<file path="config.mk">
export PLATFORM = sky130hd
export DESIGN_NAME = shape_pixel_coverage_unit
export DESIGN_NICKNAME = d
export VERILOG_FILES = /design/src/rtl/spc_pkg.sv /design/src/rtl/spc_cfg_regs.sv /design/src/rtl/spc_geom.sv /design/src/rtl/spc_dist.sv /design/src/rtl/shape_pixel_coverage_unit.sv
export SDC_FILE = /design/constraint.sdc
export NUM_CORES = 2
export LEC_CHECK = 0
export BUFFER_PORTS_ARGS = -buffer_cell sky130_fd_sc_hd__buf_2
export CELL_PAD_IN_SITES_DETAIL_PLACEMENT = 0
export CELL_PAD_IN_SITES_GLOBAL_PLACEMENT = 1
export CORE_UTILIZATION = 40
export CTS_CLUSTER_DIAMETER = 150
export CTS_CLUSTER_SIZE = 24
export DETAILED_ROUTE_END_ITERATION = 10
export PLACE_DENSITY_LB_ADDON = 0.05
export SLEW_MARGIN = 25
export SYNTH_ARGS = -nofsm -noshare
export SYNTH_HDL_FRONTEND = slang
export SYNTH_SLANG_ARGS = --single-unit
</file>
<file path="constraint.sdc">
create_clock -name clk -period 11.8 [get_ports clk]
set_input_delay 2.36 -clock clk [delete_from_list [all_inputs] [get_ports clk]]
set_output_delay 2.36 -clock clk [all_outputs]
set_load 0.005 [all_outputs]
</file>
<file path="src/rtl/spc_pkg.sv">
package spc_pkg;

	localparam int CANVAS_SIZE = 1024;
	localparam int CFG_INDEX_W = 3;
	localparam int CFG_DATA_W  = 12;

	localparam logic [CFG_INDEX_W-1:0] REG_SHAPE_KIND = 3'd0;
	localparam logic [CFG_INDEX_W-1:0] REG_ORIGIN_X   = 3'd1;
	localparam logic [CFG_INDEX_W-1:0] REG_ORIGIN_Y   = 3'd2;
	localparam logic [CFG_INDEX_W-1:0] REG_SIZE_W     = 3'd3;
	localparam logic [CFG_INDEX_W-1:0] REG_SIZE_H     = 3'd4;
	localparam logic [CFG_INDEX_W-1:0] REG_RADIUS     = 3'd5;
	localparam logic [CFG_INDEX_W-1:0] REG_THICKNESS  = 3'd6;
	localparam logic [CFG_INDEX_W-1:0] REG_COLOR      = 3'd7;

	typedef enum logic [1:0] {
		SHAPE_FILL_RECT   = 2'd0,
		SHAPE_STROKE_RECT = 2'd1,
		SHAPE_DISC        = 2'd2,
		SHAPE_RING        = 2'd3
	} shape_kind_t;

	typedef struct packed {
		shape_kind_t        kind;
		logic signed [11:0] origin_x;
		logic signed [11:0] origin_y;
		logic [10:0]        size_w;
		logic [10:0]        size_h;
		logic [10:0]        radius;
		logic [10:0]        thick;
		logic [7:0]         color;
	} cfg_t;

	// Per-pixel operands of the outer (a) and inner (b) circle tests.
	typedef struct packed {
		logic        hit;
		logic        use_inner;
		logic [9:0]  px;
		logic [9:0]  py;
		logic        ok_a;
		logic [11:0] dx_a;
		logic [11:0] dy_a;
		logic [10:0] r_a;
		logic        ok_b;
		logic [11:0] dx_b;
		logic [11:0] dy_b;
		logic [10:0] r_b;
	} geom_t;

	typedef struct packed {
		logic        ok;
		logic [11:0] dx;
		logic [11:0] dy;
	} box_t;

	// Box membership and distance to the nearest corner center. Outside the
	// corner zones the distance on that axis is zero, which always passes the circle test.
	function automatic box_t round_box(input logic signed [13:0] lx,
			input logic signed [13:0] ly, input logic signed [13:0] w,
			input logic signed [13:0] h, input logic signed [13:0] r);
		box_t b;
		logic signed [13:0] ex;
		logic signed [13:0] ey;
		ex = w - r;
		ey = h - r;
		b.ok = (lx >= 14'sd0) && (ly >= 14'sd0) && (lx < w) && (ly < h);
		priority if (lx < r) begin
			b.dx = 12'(r - 14'sd1 - lx);
		end else if (lx >= ex) begin
			b.dx = 12'(lx - ex);
		end else begin
			b.dx = '0;
		end
		priority if (ly < r) begin
			b.dy = 12'(r - 14'sd1 - ly);
		end else if (ly >= ey) begin
			b.dy = 12'(ly - ey);
		end else begin
			b.dy = '0;
		end
		return b;
	endfunction

	function automatic logic [11:0] mag12(input logic signed [12:0] v);
		return v[12] ? 12'(-v) : 12'(v);
	endfunction

endpackage

</file>
<file path="src/rtl/spc_cfg_regs.sv">
module spc_cfg_regs (
	input  logic                             clk,
	input  logic                             arst_n,
	input  logic                             wr_en,
	input  logic [spc_pkg::CFG_INDEX_W-1:0]  wr_index,
	input  logic [spc_pkg::CFG_DATA_W-1:0]   wr_data,
	output spc_pkg::cfg_t                    cfg
);
	import spc_pkg::*;

	cfg_t cfg_q;

	always_ff @(posedge clk or negedge arst_n) begin
		if (!arst_n) begin
			cfg_q <= '0;
		end else if (wr_en) begin
			unique case (wr_index)
				REG_SHAPE_KIND: cfg_q.kind     <= shape_kind_t'(wr_data[1:0]);
				REG_ORIGIN_X:   cfg_q.origin_x <= $signed(wr_data[11:0]);
				REG_ORIGIN_Y:   cfg_q.origin_y <= $signed(wr_data[11:0]);
				REG_SIZE_W:     cfg_q.size_w   <= wr_data[10:0];
				REG_SIZE_H:     cfg_q.size_h   <= wr_data[10:0];
				REG_RADIUS:     cfg_q.radius   <= wr_data[10:0];
				REG_THICKNESS:  cfg_q.thick    <= wr_data[10:0];
				REG_COLOR:      cfg_q.color    <= wr_data[7:0];
			endcase
		end
	end

	assign cfg = cfg_q;

endmodule

</file>
<file path="src/rtl/spc_geom.sv">
module spc_geom (
	input  logic           clk,
	input  logic           arst_n,
	input  spc_pkg::cfg_t  cfg,
	input  logic           in_valid,
	output logic           in_ready,
	input  logic [9:0]     in_x,
	input  logic [9:0]     in_y,
	output logic           out_valid,
	input  logic           out_ready,
	output spc_pkg::geom_t out_geom
);
	import spc_pkg::*;

	logic               v_s1;
	logic               v_s2;
	logic               ready_s1;
	logic               ready_s2;
	logic signed [12:0] lx_s1;
	logic signed [12:0] ly_s1;
	logic [9:0]         rc_s1;
	logic [9:0]         px_s1;
	logic [9:0]         py_s1;
	logic               on_s1;
	geom_t              g_s2;

	logic signed [12:0] lx_c;
	logic signed [12:0] ly_c;
	logic [9:0]         lim_c;
	logic [9:0]         rc_c;
	logic               on_c;

	assign ready_s2 = !v_s2 || out_ready;
	assign ready_s1 = !v_s1 || ready_s2;
	assign in_ready = ready_s1;

	// Stage 1: shape-local coordinates and the clamped corner radius.
	assign lx_c  = $signed({3'b000, in_x}) - $signed({cfg.origin_x[11], cfg.origin_x});
	assign ly_c  = $signed({3'b000, in_y}) - $signed({cfg.origin_y[11], cfg.origin_y});
	assign lim_c = (cfg.size_w[10:1] < cfg.size_h[10:1]) ? cfg.size_w[10:1]
		: cfg.size_h[10:1];
	assign rc_c  = (cfg.radius > {1'b0, lim_c}) ? lim_c : cfg.radius[9:0];
	assign on_c  = ({3'b000, in_x} < 13'(CANVAS_SIZE)) && ({3'b000, in_y} < 13'(CANVAS_SIZE));

	// Stage 2: box tests and distance operands for both circle tests.
	logic signed [13:0] lx14;
	logic signed [13:0] ly14;
	logic signed [13:0] w14;
	logic signed [13:0] h14;
	logic signed [13:0] t14;
	logic signed [13:0] rc14;
	logic [10:0]        ri_c;
	box_t               box_a;
	box_t               box_b;
	geom_t              g_c;

	assign lx14 = $signed({lx_s1[12], lx_s1});
	assign ly14 = $signed({ly_s1[12], ly_s1});
	assign w14  = $signed({3'b000, cfg.size_w});
	assign h14  = $signed({3'b000, cfg.size_h});
	assign t14  = $signed({3'b000, cfg.thick});
	assign rc14 = $signed({4'b0000, rc_s1});
	assign ri_c = ({1'b0, rc_s1} > cfg.thick) ? ({1'b0, rc_s1} - cfg.thick) : '0;

	assign box_a = round_box(lx14, ly14, w14, h14, rc14);
	assign box_b = round_box(lx14 - t14, ly14 - t14, w14 - (t14 <<< 1), h14 - (t14 <<< 1),
		$signed({3'b000, ri_c}));

	always_comb begin
		g_c.hit = on_s1;
		g_c.px  = px_s1;
		g_c.py  = py_s1;
		unique case (cfg.kind)
			SHAPE_FILL_RECT, SHAPE_STROKE_RECT: begin
				g_c.use_inner = (cfg.kind == SHAPE_STROKE_RECT);
				g_c.ok_a = box_a.ok;
				g_c.dx_a = box_a.dx;
				g_c.dy_a = box_a.dy;
				g_c.r_a  = {1'b0, rc_s1};
				g_c.ok_b = box_b.ok;
				g_c.dx_b = box_b.dx;
				g_c.dy_b = box_b.dy;
				g_c.r_b  = ri_c;
			end
			SHAPE_DISC, SHAPE_RING: begin
				g_c.use_inner = (cfg.kind == SHAPE_RING);
				g_c.ok_a = 1'b1;
				g_c.dx_a = mag12(lx_s1);
				g_c.dy_a = mag12(ly_s1);
				g_c.r_a  = cfg.radius;
				g_c.ok_b = 1'b1;
				g_c.dx_b = mag12(lx_s1);
				g_c.dy_b = mag12(ly_s1);
				g_c.r_b  = cfg.thick;
			end
		endcase
	end

	always_ff @(posedge clk or negedge arst_n) begin
		if (!arst_n) begin
			v_s1 <= 1'b0;
			v_s2 <= 1'b0;
		end else begin
			if (ready_s1) begin
				v_s1 <= in_valid;
			end
			if (ready_s2) begin
				v_s2 <= v_s1;
			end
		end
	end

	always_ff @(posedge clk) begin
		if (ready_s1 && in_valid) begin
			lx_s1 <= lx_c;
			ly_s1 <= ly_c;
			rc_s1 <= rc_c;
			px_s1 <= in_x;
			py_s1 <= in_y;
			on_s1 <= on_c;
		end
		if (ready_s2 && v_s1) begin
			g_s2 <= g_c;
		end
	end

	assign out_valid = v_s2;
	assign out_geom  = g_s2;

endmodule

</file>
<file path="src/rtl/spc_dist.sv">
module spc_dist (
	input  logic           clk,
	input  logic           arst_n,
	input  logic [7:0]     color,
	input  logic           in_valid,
	output logic           in_ready,
	input  spc_pkg::geom_t in_geom,
	output logic           out_valid,
	input  logic           out_ready,
	output logic           out_covered,
	output logic [9:0]     out_x,
	output logic [9:0]     out_y,
	output logic [7:0]     out_color
);
	import spc_pkg::*;

	logic        v_s3;
	logic        v_s4;
	logic        ready_s3;
	logic        ready_s4;

	logic [23:0] sqx_a_s3;
	logic [23:0] sqy_a_s3;
	logic [21:0] rsq_a_s3;
	logic [10:0] r_a_s3;
	logic        ok_a_s3;
	logic [23:0] sqx_b_s3;
	logic [23:0] sqy_b_s3;
	logic [21:0] rsq_b_s3;
	logic [10:0] r_b_s3;
	logic        ok_b_s3;
	logic        hit_s3;
	logic        use_inner_s3;
	logic [9:0]  px_s3;
	logic [9:0]  py_s3;

	logic        covered_s4;
	logic [9:0]  px_s4;
	logic [9:0]  py_s4;
	logic [7:0]  color_s4;

	logic [24:0] sum_a;
	logic [24:0] sum_b;
	logic [21:0] lim_a;
	logic [21:0] lim_b;
	logic        in_a;
	logic        in_b;
	logic        covered_c;

	assign ready_s4 = !v_s4 || out_ready;
	assign ready_s3 = !v_s3 || ready_s4;
	assign in_ready = ready_s3;

	// Stage 4: d <= r*r + r is the integer form of d <= (r + 0.5)^2.
	assign sum_a = {1'b0, sqx_a_s3} + {1'b0, sqy_a_s3};
	assign sum_b = {1'b0, sqx_b_s3} + {1'b0, sqy_b_s3};
	assign lim_a = rsq_a_s3 + {11'b0, r_a_s3};
	assign lim_b = rsq_b_s3 + {11'b0, r_b_s3};
	assign in_a  = ok_a_s3 && (sum_a <= {3'b000, lim_a});
	assign in_b  = ok_b_s3 && (sum_b <= {3'b000, lim_b});
	assign covered_c = hit_s3 && in_a && !(use_inner_s3 && in_b);

	always_ff @(posedge clk or negedge arst_n) begin
		if (!arst_n) begin
			v_s3 <= 1'b0;
			v_s4 <= 1'b0;
		end else begin
			if (ready_s3) begin
				v_s3 <= in_valid;
			end
			if (ready_s4) begin
				v_s4 <= v_s3;
			end
		end
	end

	always_ff @(posedge clk) begin
		if (ready_s3 && in_valid) begin
			sqx_a_s3     <= in_geom.dx_a * in_geom.dx_a;
			sqy_a_s3     <= in_geom.dy_a * in_geom.dy_a;
			rsq_a_s3     <= in_geom.r_a * in_geom.r_a;
			r_a_s3       <= in_geom.r_a;
			ok_a_s3      <= in_geom.ok_a;
			sqx_b_s3     <= in_geom.dx_b * in_geom.dx_b;
			sqy_b_s3     <= in_geom.dy_b * in_geom.dy_b;
			rsq_b_s3     <= in_geom.r_b * in_geom.r_b;
			r_b_s3       <= in_geom.r_b;
			ok_b_s3      <= in_geom.ok_b;
			hit_s3       <= in_geom.hit;
			use_inner_s3 <= in_geom.use_inner;
			px_s3        <= in_geom.px;
			py_s3        <= in_geom.py;
		end
		if (ready_s4 && v_s3) begin
			covered_s4 <= covered_c;
			px_s4      <= px_s3;
			py_s4      <= py_s3;
			color_s4   <= covered_c ? color : 8'd0;
		end
	end

	assign out_valid   = v_s4;
	assign out_covered = covered_s4;
	assign out_x       = px_s4;
	assign out_y       = py_s4;
	assign out_color   = color_s4;

endmodule

</file>
<file path="src/rtl/shape_pixel_coverage_unit.sv">
// Pixel coverage unit for one configured shape: filled or stroked rounded
// rectangle, disc, or ring. Each input transaction carries a canvas pixel and
// yields exactly one output transaction with the coverage flag, the pixel
// passed through, and the color to write (zero when not covered). The unit
// accepts one pixel per clock while the output is not stalled, through its
// four pipeline stages: local coordinates and corner clamp, box tests and
// corner distances, the squaring multipliers, and the final add and compare.
// Stalls on the output propagate stage by stage, so empty stages keep filling
// while a result waits. Configuration registers may be written only while no
// pixel is in flight; cfg_ready is always high.
module shape_pixel_coverage_unit (
	input  logic                             clk,
	input  logic                             arst_n,
	input  logic                             cfg_valid,
	output logic                             cfg_ready,
	input  logic [spc_pkg::CFG_INDEX_W-1:0]  cfg_index,
	input  logic [spc_pkg::CFG_DATA_W-1:0]   cfg_data,
	input  logic                             s_tvalid,
	output logic                             s_tready,
	input  logic [23:0]                      s_tdata,  // pixel_x, pixel_y, zero fill
	output logic                             m_tvalid,
	input  logic                             m_tready,
	output logic [31:0]                      m_tdata   // covered, out_x, out_y, out_color, zero fill
);
	import spc_pkg::*;

	cfg_t       cfg;
	geom_t      geom;
	logic       geom_valid;
	logic       geom_ready;
	logic       covered;
	logic [9:0] out_x;
	logic [9:0] out_y;
	logic [7:0] out_color;

	assign cfg_ready = 1'b1;

	spc_cfg_regs u_cfg (
		.clk      (clk),
		.arst_n   (arst_n),
		.wr_en    (cfg_valid && cfg_ready),
		.wr_index (cfg_index),
		.wr_data  (cfg_data),
		.cfg      (cfg)
	);

	spc_geom u_geom (
		.clk       (clk),
		.arst_n    (arst_n),
		.cfg       (cfg),
		.in_valid  (s_tvalid),
		.in_ready  (s_tready),
		.in_x      (s_tdata[9:0]),
		.in_y      (s_tdata[19:10]),
		.out_valid (geom_valid),
		.out_ready (geom_ready),
		.out_geom  (geom)
	);

	spc_dist u_dist (
		.clk         (clk),
		.arst_n      (arst_n),
		.color       (cfg.color),
		.in_valid    (geom_valid),
		.in_ready    (geom_ready),
		.in_geom     (geom),
		.out_valid   (m_tvalid),
		.out_ready   (m_tready),
		.out_covered (covered),
		.out_x       (out_x),
		.out_y       (out_y),
		.out_color   (out_color)
	);

	assign m_tdata = {3'b000, out_color, out_y, out_x, covered};

endmodule

</file>
== Word-level counts from Yosys, hierarchy flattened ==
Cells that the tools add are included.

* Bits in registers: 445
* Input port bits: 44
* Output and inout port bits: 35
* Word-level logic and storage cells: 159

* $add $sub $neg: 27
* Multiply operators: 6
* $lt $le $gt $ge: 21
* Eq/ne operators: 10
* Multiplexer cells: 15
* Reduce and logical (&&, ||, !) cells: 35

{| class="wikitable"
|+ Operators by type and width
! kind !! number
|-
| case mux 72 bit (2 select lines) || 1
|-
| 2-to-1 mux 12 bit || 10
|-
| multiplier 12 x 12 -> 24 bit || 4
|-
| subtractor 12 bit || 8
|-
| subtractor 13 x 12 -> 14 bit || 4
|-
| subtractor 11 x 12 -> 13 bit || 4
|-
| adder 24 x 24 -> 25 bit || 2
|-
| less-or-equal comparator 25 x 22 -> 1 bit || 2
|-
| adder 22 x 11 -> 22 bit || 2
|-
| multiplier 11 x 11 -> 22 bit || 2
|-
| greater-or-equal comparator 14 x 1 -> 1 bit, second input constant || 2
|-
| greater-or-equal comparator 14 bit || 2
|-
| < comparator 14 x 12 -> 1 bit || 2
|-
| < comparator 14 x 13 -> 1 bit || 2
|-
| greater-or-equal comparator 13 x 1 -> 1 bit, second input constant || 2
|-
| greater-or-equal comparator 13 x 12 -> 1 bit || 2
|-
| < comparator 13 x 11 -> 1 bit || 2
|-
| < comparator 13 x 12 -> 1 bit || 2
|-
| negator 12 bit || 2
|-
| subtractor 11 x 10 -> 12 bit || 2
|-
| 2-to-1 mux 10 bit || 2
|-
| AND reduction 2 bit || 8
|-
| logical AND 1 bit || 14
|-
| == test 3 bit, second input constant || 4
|-
| other kinds (17) || 27
|}

== Longest topological paths before layout ==
* Depth after elaboration: 7
* Mapped depth: 30
* Depth with buffers taken out: 29

== Modules after synthesis ==
A second synthesis with hierarchy kept.

* Cells, all modules: 5,738
* Area total of the unflattened synthesis: 54,677.4 um2

{| class="wikitable"
|+ Modules (own cells, without submodules)
! module !! times used !! cells an instance !! area an instance (um2) !! sequential area each (um2)
|-
| spc_dist || 1 || 3,453 || 33,258.1 || 6,266.0
|-
| spc_geom || 1 || 2,108 || 18,278.8 || 4,524.3
|-
| spc_cfg_regs || 1 || 170 || 3,095.5 || 1,951.9
|-
| shape_pixel_coverage_unit || 1 || 7 || 45.0 || 0.0
|}

== Least setup slack after synthesis ==
Ideal clock, no wire load.

* Kind: input-to-reg
* From: input port m_tready
* To: register u_dist.ok_a_s3, enable pin
* Library setup time: 0.558 ns
* Data arrival time: 6.533 ns
* Required time: 11.242 ns
* Path slack: 4.709 ns
* Cell stages on the path: 3
* Buffers on the path: 0
* Cell sequence: nor2b_1 -> nand2_1 -> and2_1

* Longest elaborated chain between the ends: 3

{| class="wikitable"
|+ RTL lines
! element !! RTL line !! RTL
|-
| start: declaration || shape_pixel_coverage_unit.sv:22 || <nowiki>input logic m_tready,</nowiki>
|-
| logical OR 1 bit || spc_dist.sv:50 || <nowiki>assign ready_s4 = !v_s4 || out_ready;</nowiki>
|-
| logical OR 1 bit || spc_dist.sv:51 || <nowiki>assign ready_s3 = !v_s3 || ready_s4;</nowiki>
|-
| logical AND 1 bit || spc_dist.sv:78 || <nowiki>if (ready_s3 && in_valid) begin</nowiki>
|-
| end signal: assignment || spc_dist.sv:83 || <nowiki>ok_a_s3 <= in_geom.ok_a;</nowiki>
|-
| end: declaration || spc_dist.sv:26 || <nowiki>logic ok_a_s3;</nowiki>
|}

No other way between the ends.
A chain may end at the register's enable or synchronous reset.

==> flow_summary_export.csv <==
group,metric,value,unit
run_status,status,"complete, no violations",
die,fp.dieArea,133000,um^2
critical_path,critPathCaptureType,"register",
cts,cts_sinks,437,
critical_path,critPathBufInv,2,
logic_synthesis,yosysUniqueCellTypes,80,
final_layout,mostFrequentLayoutCells,"876 x inv_1, 769 x ha_1, 458 x fa_1, 355 x edfxtp_1, 350 x nand2_1",
drt,drc,0,
drt,firstDrtPassIters,5,
hold_path,hold_start,"u_geom.px_s1[8]",
timing,fin_worst_skew,25.9,ps
logic_synthesis,synth_edf_count,355,
cts,cts_hold_buf,0,
flow_run,drv_cap,0,
timing,timing.final.crit_period,7190,ps
critical_path,critPathMostFrequentCell,"a21oi_1",
cts,cts_buffers,24,
logic_synthesis,synth_area,52700,um^2
global_route,grt_pass1_wl,220,mm
die,num_io_pins,79,
drt,routed_wl,141,mm
global_route,grt_pass1_vias,37402,
timing,finalSetupTns,0,ps
logic_synthesis,synth-seq-cells,437,
logic_synthesis,yosys.area.top_type,"edfxtp_1",
timing,setup_viol,0,
placed_design,dp_hpwl,113,mm
logic_synthesis,yosysWarnings,0,
timing,slew_headroom,33.5,%
die,die_h,365,um
cts,clkSlewWorstSetupHoldPaths,110,ps
timing,fin_crit_sh,60.9,%
cts,root_buffer,"clkbuf_16",
cts,cts_resized,0,
logic_synthesis,ys_seq_area_share,24.1,%
cts,clk_latency,630,ps
cts,cts_tree,"done",
logic_synthesis,synthSimpleGateAreaFrac,13.0,%
critical_path,critPathLaunchType,"register",
logic_synthesis,async_flop_share,18.8,%
placed_design,placed_cells,7202,
global_route,grt-ovfl-total,0,
die,initial_core_util,40.5,%
critical_path,path_max_fanout,18,
logic_synthesis,syn_inst,5479,
critical_path,crit_path_start,"u_cfg.cfg[9]",
final_layout,layout_commonest_cell,"inv_1",
die,die_w,365,um
final_layout,finalNetCount,6758,
timing,slew_violations,0,
global_route,grt_usage,21.5,%
drt,vias,37253,
cts,htreeDepth,1,
timing,hold_viol,0,
logic_synthesis,synthXorXnorAreaFrac,6.89,%
final_layout,drive_above_1_share,4.29,%
global_route,grt_max_degree,76,
global_route,antenna_found_initial,2,
final_layout,syn2layout_area_growth,5.94,%
timing,rsz0062_at_grt,"no",
logic_synthesis,synth_top_area_share,20.2,%
die,fp-row-count,132,
die,core_area,130000,um^2
drt,drt_iter0_drc,2136,
cts,post-cts-setup-buffers,0,
logic_synthesis,synth_top_family_by_area,"adder cells",
critical_path,required,12180,ps
timing,worstMarginPinSlew,997,ps
critical_path,regToRegStartpoint,"u_cfg.cfg[9]",
final_layout,fin_cells,7248,
logic_synthesis,synthMuxAreaShare,1.38,%
logic_synthesis,synth-compound-area-share,11.7,%
logic_synthesis,netlist_top_cells_area,"edfxtp_1 20%, ha_1 18%, fa_1 17%",
critical_path,path_class,"register to register",
placed_design,io_buffers,70,
drt,ant_nets,0,
critical_path,critPathArrivalTime,7570,ps
critical_path,crit_path_top_delay_cell,"nand2_1",
placed_design,gp_congestion,0.871,
critical_path,critical-path-top-delay-family,"compound AO/OA/AOI/OAI gates",
drt,via_per_inst,5.14,
drt,avgRoutedWirePerCell,19.4,um
logic_synthesis,ys.flop_type,"edfxtp_1",
final_layout,post-route-util,42.9,%
logic_synthesis,synth_area_per_cell,9.61,um^2
cts,clock_path_buffers,3,
hold_path,min_path_type,"register to register",
logic_synthesis,synthAdderAreaFrac,35.7,%
critical_path,cp_slowest_stage_delay,470,ps
timing,max_freq,139,MHz
[state kept, by name (all words and copies together), names as in the netlist, 8 cells and up]
signal	count
u_geom.lx_s1	13
u_dist.out_y	10
u_dist.sqy_b_s3	23
u_cfg.cfg	78
u_dist.sqx_a_s3	23
u_dist.sqx_b_s3	23
u_dist.r_a_s3	11
u_dist.px_s3	10
u_geom.py_s1	10
u_geom.out_geom	93
u_geom.px_s1	10
u_dist.sqy_a_s3	23
u_dist.rsq_a_s3	20
u_dist.rsq_b_s3	20
u_geom.rc_s1	10
u_geom.ly_s1	13
u_dist.out_color	8
u_dist.r_b_s3	11
u_dist.out_x	10
u_dist.py_s3	10
[layout make-up]
cell class                 instances  area [um^2]
multi-input combinational       4047        36200
inverter                         877         3290
sequential                       437        12700
tap                             1742         2180
antenna                            1         2.50
timing repair buffer             100          598
fill                           13012        74200
clock buffer                      38          674
clock inverter                     6         85.1
[worst reg2reg max path: cells and delay by family (launching register included)]
family	cells	cell delay [ps]
AOI/OAI and AO/OA	14	2670
xor gates and xnor gates	1	130
adders and majority gates	3	1020
buffers and inverters	2	680
DFF	1	400
and+or+nand+nor	9	2050
[final timing paths]
check | slack (ps) | depth (start not counted) | to
max reg2reg | 4610 | 29 | u_geom.out_geom[22]
max | 4610 | 29 | u_geom.out_geom[22]
min | 400 | 0 | u_geom.out_geom[90]
max in group asynchronous | 8930 | 2 | u_cfg.cfg[77]
min in group asynchronous | 1650 | 1 | u_cfg.cfg[67]
min reg2reg | 400 | 0 | u_geom.out_geom[90]
[stage by stage]
step / hold slack [ps] / worst slack [ps] / cell area, um^2
after floorplan: 400 / 4710 / 52700
after global placement: 401 / 4660 / 55000
after detailed placement: 405 / 4690 / 55000
after CTS: 407 / 4660 / 55700
after global routing: 412 / 3980 / 55800
final: 404 / 4610 / 55800
[per-layer routing]
metal / GRT usage [%] / part of all wire, % / up-vias
met5: 0 / 0 / -
met4: 3.38 / 1.6 / 0
met3: 1.56 / 3.1 / 89
met2: 34.1 / 44 / 488
met1: 32.3 / 51 / 18179
li1: - / - / 18497
[cell families after synthesis]
| group | count (synthesis) |
|---|---|
| DFF | 437 |
| other | 2 |
| and+or+nand+nor | 1364 |
| adders and majority gates | 1227 |
| muxes | 66 |
| buffers and inverters | 997 |
| xor gates and xnor gates | 411 |
| AOI/OAI and AO/OA | 975 |
[Yosys cell counts, drive strengths merged (79+ instances only)]
cell    number
o21ai      247
nand3       79
fa         458
dfrtp       82
nand2      350
clkbuf     107
and2       261
a21o       106
xnor2      269
nor2       272
ha         769
edfxtp     355
a21oi      278
nor3        91
nor2b       99
inv        876
xor2       140
Power is not shown: default switching activity piles up to over one toggle a cycle in this logic, so the estimate is an artifact.
